--- src/hw/rtl/rmr_pkg.sv ---
// Shared constants and types for the ROI mean range block.
`timescale 1ns / 1ps
`default_nettype none
package rmr_pkg;

  localparam int MAX_ROI_SIDE_DEF = 64;
  localparam int MAX_DIM_DEF      = 4096;

  localparam int COORD_W   = 16;
  localparam int MAG_W     = 16;
  localparam int SQSUM_W   = 32;
  localparam int ROOT_W    = 16;
  localparam int ROOT_IT_W = $clog2(ROOT_W);
  localparam int MEAN_W    = 16;
  localparam int USED_W    = 13;

  localparam int DIM_CFG_W = 13;
  localparam int ROI_CFG_W = 7;
  localparam int APB_AW    = 4;
  localparam int APB_DW    = 32;
  localparam int REG_IDX_W = 2;

  localparam logic [REG_IDX_W-1:0] REG_WIDTH  = 2'd0;
  localparam logic [REG_IDX_W-1:0] REG_HEIGHT = 2'd1;
  localparam logic [REG_IDX_W-1:0] REG_ROI    = 2'd2;

  localparam logic [DIM_CFG_W-1:0] WIDTH_RST  = 13'd640;
  localparam logic [DIM_CFG_W-1:0] HEIGHT_RST = 13'd480;
  localparam logic [ROI_CFG_W-1:0] ROI_RST    = 7'd40;

  // Per-transfer control for the position counters
  typedef struct packed {
    logic adv;
    logic clear;
  } rmr_step_t;

endpackage
`default_nettype wire

--- src/hw/rtl/rmr_win.sv ---
// Column/row counters and centered window membership test.
`timescale 1ns / 1ps
`default_nettype none
module rmr_win #(
  parameter int MAX_DIM      = rmr_pkg::MAX_DIM_DEF,
  parameter int MAX_ROI_SIDE = rmr_pkg::MAX_ROI_SIDE_DEF
) (
  input  logic                           clk,
  input  logic                           rst_n,
  input  logic [rmr_pkg::DIM_CFG_W-1:0]  width_cfg,
  input  logic [rmr_pkg::DIM_CFG_W-1:0]  height_cfg,
  input  logic [rmr_pkg::ROI_CFG_W-1:0]  roi_cfg,
  input  rmr_pkg::rmr_step_t             step,
  output logic                           in_win
);

  localparam int DW = $clog2(MAX_DIM + 1);
  localparam int CW = $clog2(MAX_DIM);
  localparam int SW = $clog2(MAX_ROI_SIDE + 1);
  localparam int EW = ((DW > SW) ? DW : SW) + 1;

  function automatic logic [DW-1:0] clamp_dim(input logic [rmr_pkg::DIM_CFG_W-1:0] v);
    logic [DW-1:0] r;
    if (v == '0) r = DW'(1);
    else if (32'(v) > MAX_DIM) r = DW'(MAX_DIM);
    else r = DW'(v);
    return r;
  endfunction

  function automatic logic in_span(input logic [DW-1:0] pos, input logic [DW-1:0] lim,
                                   input logic [SW-1:0] half);
    logic [EW-1:0] p;
    logic [EW-1:0] c;
    logic [EW-1:0] h;
    p = EW'(pos);
    c = EW'(lim >> 1);
    h = EW'(half);
    return (p + h >= c) && (p < c + h);
  endfunction

  logic [CW-1:0] col_r, row_r;
  logic [CW-1:0] col_nxt, row_nxt;
  logic [DW-1:0] w, h, col_eff, row_eff, col_inc, row_inc;
  logic [SW-1:0] side, half;

  always_comb begin
    w = clamp_dim(width_cfg);
    h = clamp_dim(height_cfg);
    side = (32'(roi_cfg) > MAX_ROI_SIDE) ? SW'(MAX_ROI_SIDE) : SW'(roi_cfg);
    half = side >> 1;
    col_eff = (DW'(col_r) >= w) ? '0 : DW'(col_r);
    row_eff = (DW'(row_r) >= h) ? '0 : DW'(row_r);
    in_win = in_span(col_eff, w, half) && in_span(row_eff, h, half);
    col_inc = col_eff + DW'(1);
    row_inc = row_eff + DW'(1);
    if (col_inc >= w) begin
      col_nxt = '0;
      row_nxt = (row_inc >= h) ? '0 : CW'(row_inc);
    end else begin
      col_nxt = CW'(col_inc);
      row_nxt = CW'(row_eff);
    end
  end

  always_ff @(posedge clk) begin
    if (!rst_n) begin
      col_r <= '0;
      row_r <= '0;
    end else if (step.clear) begin
      col_r <= '0;
      row_r <= '0;
    end else if (step.adv) begin
      col_r <= col_nxt;
      row_r <= row_nxt;
    end
  end

endmodule
`default_nettype wire

--- src/hw/rtl/rmr_sqrt.sv ---
// Digit-serial integer square root, two radicand bits per cycle.
`timescale 1ns / 1ps
`default_nettype none
module rmr_sqrt (
  input  logic                          clk,
  input  logic                          rst_n,
  input  logic                          start,
  input  logic [rmr_pkg::SQSUM_W-1:0]   radicand,
  output logic                          done,
  output logic [rmr_pkg::ROOT_W-1:0]    root
);

  localparam int RW = rmr_pkg::ROOT_W;
  localparam int QW = rmr_pkg::SQSUM_W;
  localparam int IW = rmr_pkg::ROOT_IT_W;
  localparam logic [IW-1:0] IT_LAST = IW'(RW - 1);

  logic [QW-1:0] rad_r;
  logic [RW:0]   rem_r;
  logic [RW-1:0] root_r;
  logic [IW-1:0] it_r;
  logic          run_r, done_r;

  logic [RW+2:0] rem_sh, trial;
  logic          ge;

  always_comb begin
    rem_sh = {rem_r, rad_r[QW-1 -: 2]};
    trial  = {1'b0, root_r, 2'b01};
    ge     = rem_sh >= trial;
  end

  always_ff @(posedge clk) begin
    if (!rst_n) begin
      run_r  <= 1'b0;
      done_r <= 1'b0;
      it_r   <= '0;
    end else begin
      done_r <= 1'b0;
      if (start) begin
        run_r  <= 1'b1;
        it_r   <= '0;
        rad_r  <= radicand;
        rem_r  <= '0;
        root_r <= '0;
      end else if (run_r) begin
        rad_r  <= rad_r << 2;
        rem_r  <= ge ? (RW+1)'(rem_sh - trial) : (RW+1)'(rem_sh);
        root_r <= {root_r[RW-2:0], ge};
        it_r   <= it_r + 1'b1;
        if (it_r == IT_LAST) begin
          run_r  <= 1'b0;
          done_r <= 1'b1;
        end
      end
    end
  end

  assign done = done_r;
  assign root = root_r;

endmodule
`default_nettype wire

--- src/hw/rtl/rmr_div.sv ---
// Bit-serial restoring divider for the frame mean.
`timescale 1ns / 1ps
`default_nettype none
module rmr_div #(
  parameter int NUM_W = 29,
  parameter int DEN_W = 13
) (
  input  logic             clk,
  input  logic             rst_n,
  input  logic             start,
  input  logic [NUM_W-1:0] num,
  input  logic [DEN_W-1:0] den,
  output logic             done,
  output logic [NUM_W-1:0] quot
);

  localparam int IW = $clog2(NUM_W);
  localparam logic [IW-1:0] IT_LAST = IW'(NUM_W - 1);

  logic [NUM_W-1:0] num_r;
  logic [DEN_W-1:0] den_r, rem_r;
  logic [IW-1:0]    it_r;
  logic             run_r, done_r;

  logic [DEN_W:0] rem_sh;
  logic           ge;

  always_comb begin
    rem_sh = {rem_r, num_r[NUM_W-1]};
    ge     = rem_sh >= {1'b0, den_r};
  end

  always_ff @(posedge clk) begin
    if (!rst_n) begin
      run_r  <= 1'b0;
      done_r <= 1'b0;
      it_r   <= '0;
    end else begin
      done_r <= 1'b0;
      if (start) begin
        run_r <= 1'b1;
        it_r  <= '0;
        num_r <= num;
        den_r <= den;
        rem_r <= '0;
      end else if (run_r) begin
        rem_r <= ge ? DEN_W'(rem_sh - {1'b0, den_r}) : DEN_W'(rem_sh);
        num_r <= {num_r[NUM_W-2:0], ge};
        it_r  <= it_r + 1'b1;
        if (it_r == IT_LAST) begin
          run_r  <= 1'b0;
          done_r <= 1'b1;
        end
      end
    end
  end

  assign done = done_r;
  assign quot = num_r;

endmodule
`default_nettype wire

--- src/hw/rtl/roi_mean_range_from_points_top.sv ---
// Top level: mean Euclidean range over a centered window of an organized cloud.
//
//   port group   dir   transfer rule
//   in_*         in    in_valid & in_ready, one point per transfer
//   out_*        out   out_valid & out_ready, one result per end of frame
//   APB          in    psel & penable & pwrite & pready, registers at 0x0/0x4/0x8
//
// A point outside the window or rejected is consumed in S_IDLE. A kept point has
// each coordinate squared in turn on one 16x16 multiplier, then passes through
// the two-bits-per-cycle square root. An end-of-frame point then also runs the
// bit-serial divider. The result sits in an output register, so the next frame
// starts while it waits. Reset is synchronous and needs no clearing pass.
`timescale 1ns / 1ps
`default_nettype none
module roi_mean_range_from_points_top #(
  parameter int MAX_ROI_SIDE = rmr_pkg::MAX_ROI_SIDE_DEF,
  parameter int MAX_DIM      = rmr_pkg::MAX_DIM_DEF
) (
  input  logic                                clk,
  input  logic                                rst_n,
  input  logic                                in_valid,
  output logic                                in_ready,
  input  logic signed [rmr_pkg::COORD_W-1:0]  in_point_x,
  input  logic signed [rmr_pkg::COORD_W-1:0]  in_point_y,
  input  logic signed [rmr_pkg::COORD_W-1:0]  in_point_z,
  input  logic                                in_point_finite,
  input  logic                                in_end_of_frame,
  output logic                                out_valid,
  input  logic                                out_ready,
  output logic [rmr_pkg::MEAN_W-1:0]          out_mean_distance,
  output logic [rmr_pkg::USED_W-1:0]          out_points_used,
  input  logic                                psel,
  input  logic                                penable,
  input  logic                                pwrite,
  input  logic [rmr_pkg::APB_AW-1:0]          paddr,
  input  logic [rmr_pkg::APB_DW-1:0]          pwdata,
  output logic [rmr_pkg::APB_DW-1:0]          prdata,
  output logic                                pready
);

  localparam int CAP   = MAX_ROI_SIDE * MAX_ROI_SIDE;
  localparam int CNT_W = $clog2(CAP + 1);
  localparam int SUM_W = CNT_W + rmr_pkg::ROOT_W;
  localparam int MW    = rmr_pkg::MAG_W;
  localparam int QW    = rmr_pkg::SQSUM_W;
  localparam logic [1:0] SQ_LAST = 2'd2;

  typedef enum logic [2:0] {S_IDLE, S_SQ, S_ROOT, S_DIVGO, S_DIV, S_OUT} state_t;

  function automatic logic [MW-1:0] mag(input logic signed [rmr_pkg::COORD_W-1:0] v);
    return v[rmr_pkg::COORD_W-1] ? MW'(-v) : MW'(v);
  endfunction

  state_t state_r;
  logic [1:0] sq_cnt_r;
  logic [MW-1:0] mx_r, my_r, mz_r;
  logic eof_r;
  logic [QW-1:0] acc_r;
  logic [SUM_W-1:0] sum_r;
  logic [CNT_W-1:0] cnt_r;
  logic out_valid_r;
  logic [rmr_pkg::MEAN_W-1:0] mean_r;
  logic [rmr_pkg::USED_W-1:0] used_r;
  logic [rmr_pkg::DIM_CFG_W-1:0] width_r, height_r;
  logic [rmr_pkg::ROI_CFG_W-1:0] roi_r;

  logic accept, keep, in_win, apb_wr;
  logic [MW-1:0] mag_sel;
  logic [QW-1:0] prod, acc_nxt;
  logic [SUM_W-1:0] sum_nxt;
  logic [CNT_W-1:0] cnt_nxt;
  logic sqrt_start, sqrt_done, div_start, div_done, out_load;
  logic [rmr_pkg::ROOT_W-1:0] root;
  logic [SUM_W-1:0] quot;
  rmr_pkg::rmr_step_t step;
  logic [rmr_pkg::REG_IDX_W-1:0] reg_idx;

  assign in_ready = (state_r == S_IDLE);
  assign accept   = in_valid && in_ready;
  assign step     = '{adv: accept, clear: accept && in_end_of_frame};
  assign keep     = in_win && in_point_finite && (in_point_x != '0) && (in_point_y != '0) &&
                    (in_point_z != '0) && (32'(cnt_r) < CAP);

  always_comb begin
    case (sq_cnt_r)
      2'd0:    mag_sel = mx_r;
      2'd1:    mag_sel = my_r;
      default: mag_sel = mz_r;
    endcase
  end

  assign prod       = QW'(mag_sel) * QW'(mag_sel);
  assign acc_nxt    = acc_r + prod;
  assign sqrt_start = (state_r == S_SQ) && (sq_cnt_r == SQ_LAST);
  assign div_start  = (state_r == S_DIVGO);
  assign sum_nxt    = sum_r + SUM_W'(root);
  assign cnt_nxt    = cnt_r + 1'b1;
  assign out_load   = (state_r == S_OUT) && (!out_valid_r || out_ready);

  assign reg_idx = paddr[rmr_pkg::APB_AW-1:2];
  assign apb_wr  = psel && penable && pwrite && pready;
  assign pready  = 1'b1;

  always_comb begin
    case (reg_idx)
      rmr_pkg::REG_WIDTH:  prdata = rmr_pkg::APB_DW'(width_r);
      rmr_pkg::REG_HEIGHT: prdata = rmr_pkg::APB_DW'(height_r);
      rmr_pkg::REG_ROI:    prdata = rmr_pkg::APB_DW'(roi_r);
      default:             prdata = '0;
    endcase
  end

  rmr_win #(
    .MAX_DIM      (MAX_DIM),
    .MAX_ROI_SIDE (MAX_ROI_SIDE)
  ) u_win (
    .clk        (clk),
    .rst_n      (rst_n),
    .width_cfg  (width_r),
    .height_cfg (height_r),
    .roi_cfg    (roi_r),
    .step       (step),
    .in_win     (in_win)
  );

  rmr_sqrt u_sqrt (
    .clk      (clk),
    .rst_n    (rst_n),
    .start    (sqrt_start),
    .radicand (acc_nxt),
    .done     (sqrt_done),
    .root     (root)
  );

  rmr_div #(
    .NUM_W (SUM_W),
    .DEN_W (CNT_W)
  ) u_div (
    .clk   (clk),
    .rst_n (rst_n),
    .start (div_start),
    .num   (sum_r),
    .den   (cnt_r),
    .done  (div_done),
    .quot  (quot)
  );

  always_ff @(posedge clk) begin
    if (!rst_n) begin
      state_r     <= S_IDLE;
      sq_cnt_r    <= '0;
      sum_r       <= '0;
      cnt_r       <= '0;
      out_valid_r <= 1'b0;
      width_r     <= rmr_pkg::WIDTH_RST;
      height_r    <= rmr_pkg::HEIGHT_RST;
      roi_r       <= rmr_pkg::ROI_RST;
    end else begin
      if (apb_wr) begin
        case (reg_idx)
          rmr_pkg::REG_WIDTH:  width_r  <= pwdata[rmr_pkg::DIM_CFG_W-1:0];
          rmr_pkg::REG_HEIGHT: height_r <= pwdata[rmr_pkg::DIM_CFG_W-1:0];
          rmr_pkg::REG_ROI:    roi_r    <= pwdata[rmr_pkg::ROI_CFG_W-1:0];
          default: ;
        endcase
      end
      if (out_load) out_valid_r <= 1'b1;
      else if (out_ready) out_valid_r <= 1'b0;
      case (state_r)
        S_IDLE: begin
          if (accept) begin
            mx_r     <= mag(in_point_x);
            my_r     <= mag(in_point_y);
            mz_r     <= mag(in_point_z);
            eof_r    <= in_end_of_frame;
            acc_r    <= '0;
            sq_cnt_r <= '0;
            if (keep) state_r <= S_SQ;
            else if (in_end_of_frame) state_r <= S_DIVGO;
          end
        end
        S_SQ: begin
          acc_r    <= acc_nxt;
          sq_cnt_r <= sq_cnt_r + 1'b1;
          if (sqrt_start) state_r <= S_ROOT;
        end
        S_ROOT: begin
          if (sqrt_done) begin
            sum_r   <= sum_nxt;
            cnt_r   <= cnt_nxt;
            state_r <= eof_r ? S_DIVGO : S_IDLE;
          end
        end
        S_DIVGO: state_r <= S_DIV;
        S_DIV: begin
          if (div_done) state_r <= S_OUT;
        end
        S_OUT: begin
          if (out_load) begin
            mean_r  <= (cnt_r == '0) ? '0 : rmr_pkg::MEAN_W'(quot);
            used_r  <= rmr_pkg::USED_W'(cnt_r);
            sum_r   <= '0;
            cnt_r   <= '0;
            state_r <= S_IDLE;
          end
        end
        default: state_r <= S_IDLE;
      endcase
    end
  end

  assign out_valid         = out_valid_r;
  assign out_mean_distance = mean_r;
  assign out_points_used   = used_r;

`ifndef SYNTHESIS
  a_cnt_cap: assert property (@(posedge clk) disable iff (!rst_n) 32'(cnt_r) <= CAP)
    else $error("kept count above cap");

  a_root_floor: assert property (@(posedge clk) disable iff (!rst_n)
    sqrt_done |-> (64'(root) * 64'(root) <= 64'(acc_r)) &&
                  (64'(acc_r) < (64'(root) + 64'd1) * (64'(root) + 64'd1)))
    else $error("square root not floor");

  a_mean_floor: assert property (@(posedge clk) disable iff (!rst_n)
    div_done |-> (cnt_r == '0) ||
                 ((64'(quot) * 64'(cnt_r) <= 64'(sum_r)) &&
                  (64'(sum_r) < (64'(quot) + 64'd1) * 64'(cnt_r))))
    else $error("mean quotient wrong");
`endif

endmodule
`default_nettype wire
--- config.mk ---
export PLATFORM = sky130hd
export DESIGN_NAME = roi_mean_range_from_points_top
export DESIGN_NICKNAME = d
export VERILOG_FILES = /design/src/hw/rtl/rmr_pkg.sv /design/src/hw/rtl/rmr_win.sv /design/src/hw/rtl/rmr_sqrt.sv /design/src/hw/rtl/rmr_div.sv /design/src/hw/rtl/roi_mean_range_from_points_top.sv
export SDC_FILE = /design/constraint.sdc
export NUM_CORES = 1
export LEC_CHECK = 0
export BUFFER_PORTS_ARGS = -buffer_cell sky130_fd_sc_hd__buf_2
export CAP_MARGIN = 20
export CORE_MARGIN = 2
export CORE_UTILIZATION = 60
export CTS_CLUSTER_SIZE = 14
export DETAILED_ROUTE_END_ITERATION = 12
export HOLD_SLACK_MARGIN = 0.15
export MAX_ROUTING_LAYER = met4
export PLACE_DENSITY = 0.78
export RECOVER_POWER = 50
export SLEW_MARGIN = 20
export SYNTH_ARGS = -nofsm -noshare
export SYNTH_HDL_FRONTEND = slang
export SYNTH_SLANG_ARGS = --single-unit
export TNS_END_PERCENT = 10
--- constraint.sdc ---
create_clock -name clk -period 8.7 [get_ports clk]
set_input_delay 0.435 -clock clk [delete_from_list [all_inputs] [get_ports clk]]
set_output_delay 0.435 -clock clk [all_outputs]
set_load 0.05 [all_outputs]
==> results_dict.tcl <==
set metrics [dict create \
    pin_count 157 \
    layout_commonest_cell "inv_1" \
    ff_latch_area_um2 9270 \
    synth-seq-cells 348 \
    insertion_delay_ns 0.58 \
    criticalPathCategory "flip-flop to flip-flop" \
    ys.warnings.count 0 \
    setup_viol 0 \
    yosysSeqAreaShare_pct 32.0 \
    report.final.slew_viol_count 202 \
    ys.flop_type "edfxtp_1" \
    via_per_inst 5.81 \
    end_kind "flip-flop" \
    cts.clk_slew.worst_paths_ns 0.06 \
    critPathRequiredTime_ns 8.95 \
    post_synth_num_cell_types 78 \
    fillers 3782 \
    hpwl_um 53300 \
    drive_above_1_share_pct 5.80 \
    grt_first_pass_wirelength_um 112000 \
    grt_use_total_pct 28.5 \
    n_antenna_cell 0 \
    crit_fanout 18 \
    clock.fmax_ghz 0.123 \
    rsz0062_at_grt "false" \
    fin_skew_ns 0.0354 \
    drc_errors 0 \
    die_h_um 224 \
    synth_edf_count 230 \
    fin_cells 3855 \
    cts_buffer_depth 3 \
    placed_cell_area_um2 30200 \
    holdCritPathClass "input port to flip-flop" \
    cts_buffers 38 \
    portBuffers 115 \
    synthCells 3098 \
    netlist_area_um2 29000 \
    fp.dieArea_um2 50100 \
    fin_area_um2 31500 \
    multi_input_area_um2 17900 \
    muxShareOfSynthArea_pct 1.88 \
    hold_viol 0 \
    grt_max_degree 76 \
    cts_sinks 348 \
    worst_ep_arrival_time_ns 8.36 \
    grt_pass1_vias 22600 \
    syn_to_final_growth_pct 8.81 \
    ant_nets 0 \
    status "finished, violations left" \
    routed_wl_um 68600 \
    cts_resized 0 \
    fin_crit_sh_pct 93.2 \
    synth-xor-area-share_pct 5.50 \
    synth_fa_ha_area_share_pct 25.8 \
    start_kind "flip-flop" \
    tritoncts "built" \
    cpMaxStageDelayCell "fa_1" \
    fp.coreArea_um2 47700 \
    vias 22400 \
    cts-root-buf "clkbuf_16" \
    slew_headroom_pct -50.9 \
    drt-wirelength-per-cell_um 17.8 \
    place_inst 3771 \
    start_util_pct 60.7 \
    period_minus_slack_ns 8.11 \
    worst_pin_slew_ns 2.26 \
    synthArstFlopShare_pct 0 \
    firstDrtPassIters 5 \
    nets 3782 \
    tns_ns 0 \
    mostFrequentLayoutCells "inv_1, nand2_1, nor2_1, ha_1, edfxtp_1" \
    slowest_delay_ns 0.55 \
    synth-compound-area-share_pct 11.8 \
    gr-total-overflow 0 \
    yosys.area_share.simple_pct 16.3 \
    drt_iter0_drc 1488 \
    antenna_found_initial 0 \
    synth_top_family_by_area "adder cells" \
    hold_slack_ns 0.199 \
    globalplace.congestion 0.944 \
    syn_area_per_cell_um2 9.35 \
    dieWidth_um 224 \
    max_cap_viol_count 5 \
    rows 80 \
    h-tree-depth 2 \
    violations "max-capacitance violations, max-slew violations" \
]
[Yosys cell counts (all sizes together), types with 17 or more instances]
| cell | count | share of area, % |
|---|---|---|
| nand2 | 359 | 4.7 |
| edfxtp | 230 | 24 |
| a21oi | 118 | 2.0 |
| a22oi | 17 | 0.44 |
| nand2b | 25 | 0.54 |
| and2 | 43 | 0.93 |
| nand4 | 25 | 0.54 |
| nor4 | 21 | 0.47 |
| nor3 | 42 | 0.73 |
| nor2 | 276 | 3.6 |
| xnor2 | 126 | 3.8 |
| ha | 275 | 12 |
| o31ai | 24 | 0.62 |
| o21a | 25 | 0.65 |
| a31oi | 19 | 0.43 |
| o21ai | 127 | 2.2 |
| dfxtp | 118 | 8.2 |
| clkbuf | 80 | 1.0 |
| buf | 33 | 0.72 |
| or3 | 27 | 0.62 |
| nor2b | 63 | 1.4 |
| xor2 | 56 | 1.7 |
| a21boi | 32 | 0.83 |
| fa | 201 | 14 |
| a21o | 44 | 1.1 |
| nand3 | 58 | 1.0 |
| a22o | 26 | 0.79 |
| mux2i | 51 | 1.8 |
| inv | 381 | 4.9 |
| and3 | 28 | 0.60 |
[worst paths after layout]
path / slack (ns) / startpoint / end / cells after the start
min: 0.20 / in_point_y[7] / my_r[7] / 2
min reg2reg: 0.50 / sum_r[2] / sum_r[2] / 2
max reg2reg: 0.59 / sq_cnt_r[0] / u_sqrt.rad_r[24] / 29
max: 0.59 / sq_cnt_r[0] / u_sqrt.rad_r[24] / 29
[metrics by stage]
stage | util, % | setup slack [ns]
final | 66.0 | 0.594
after global routing | 66.0 | 0.0253
after CTS | 66.2 | 0.710
after detailed placement | 63.3 | 0.835
after global placement | 63.3 | 0.929
after floorplan | - | 1.32
[metal layers]
layer  global-route usage [%]  vias to the layer above  routed length, um
li1                         -                    10700                  -
met2                     48.5                      620              34400
met5                        -                        -                  0
met1                     35.6                    10900              28800
met3                     3.90                      155               3450
met4                     8.24                        0               1960
[area by class of cell]
cell class              instances  area share, %
clock buffers                  52           3.41
inverters                     390           4.64
flip-flops and latches        348           29.4
well taps                     615           2.44
repair buffers                170           3.07
multi-input cells            2265           56.6
clock inverters                15          0.417
[cell families after synthesis]
group	count (synthesis)
other	2
buffers and inverters	503
xor gates and xnor gates	182
adders and majority gates	476
DFF	348
muxes	53
AOI/OAI and AO/OA	522
and+or+nand+nor	1012
[repair_timing]
item / CTS / global route
endpoints found under the hold margin: 30 / 0
hold buffers: 16 / 0
buffers inserted: 0 / 0
[state kept, by name, summed over array words and instances, names as in the netlist, 13 cells and up]
name,flops
u_sqrt.root,16
height_r,13
mz_r,16
sum_r,29
acc_r,32
u_sqrt.rem_r,17
u_div.quot,29
out_mean_distance,16
u_div.den_r,13
u_sqrt.rad_r,32
my_r,16
mx_r,16
width_r,13
out_points_used,13
cnt_r,13
u_div.rem_r,13
[critical path: cells and delay by family (launching register included)]
| family | cells | cell delay [ns] |
|---|---|---|
| simple gates | 5 | 0.80 |
| fa+ha+maj | 8 | 3.59 |
| buf+inv | 10 | 1.39 |
| compound gates | 6 | 1.66 |
| flops | 1 | 0.33 |
Power is left out: the tool's default activity adds up to more than one toggle a clock period on the data nets, which glitch-free logic cannot reach.
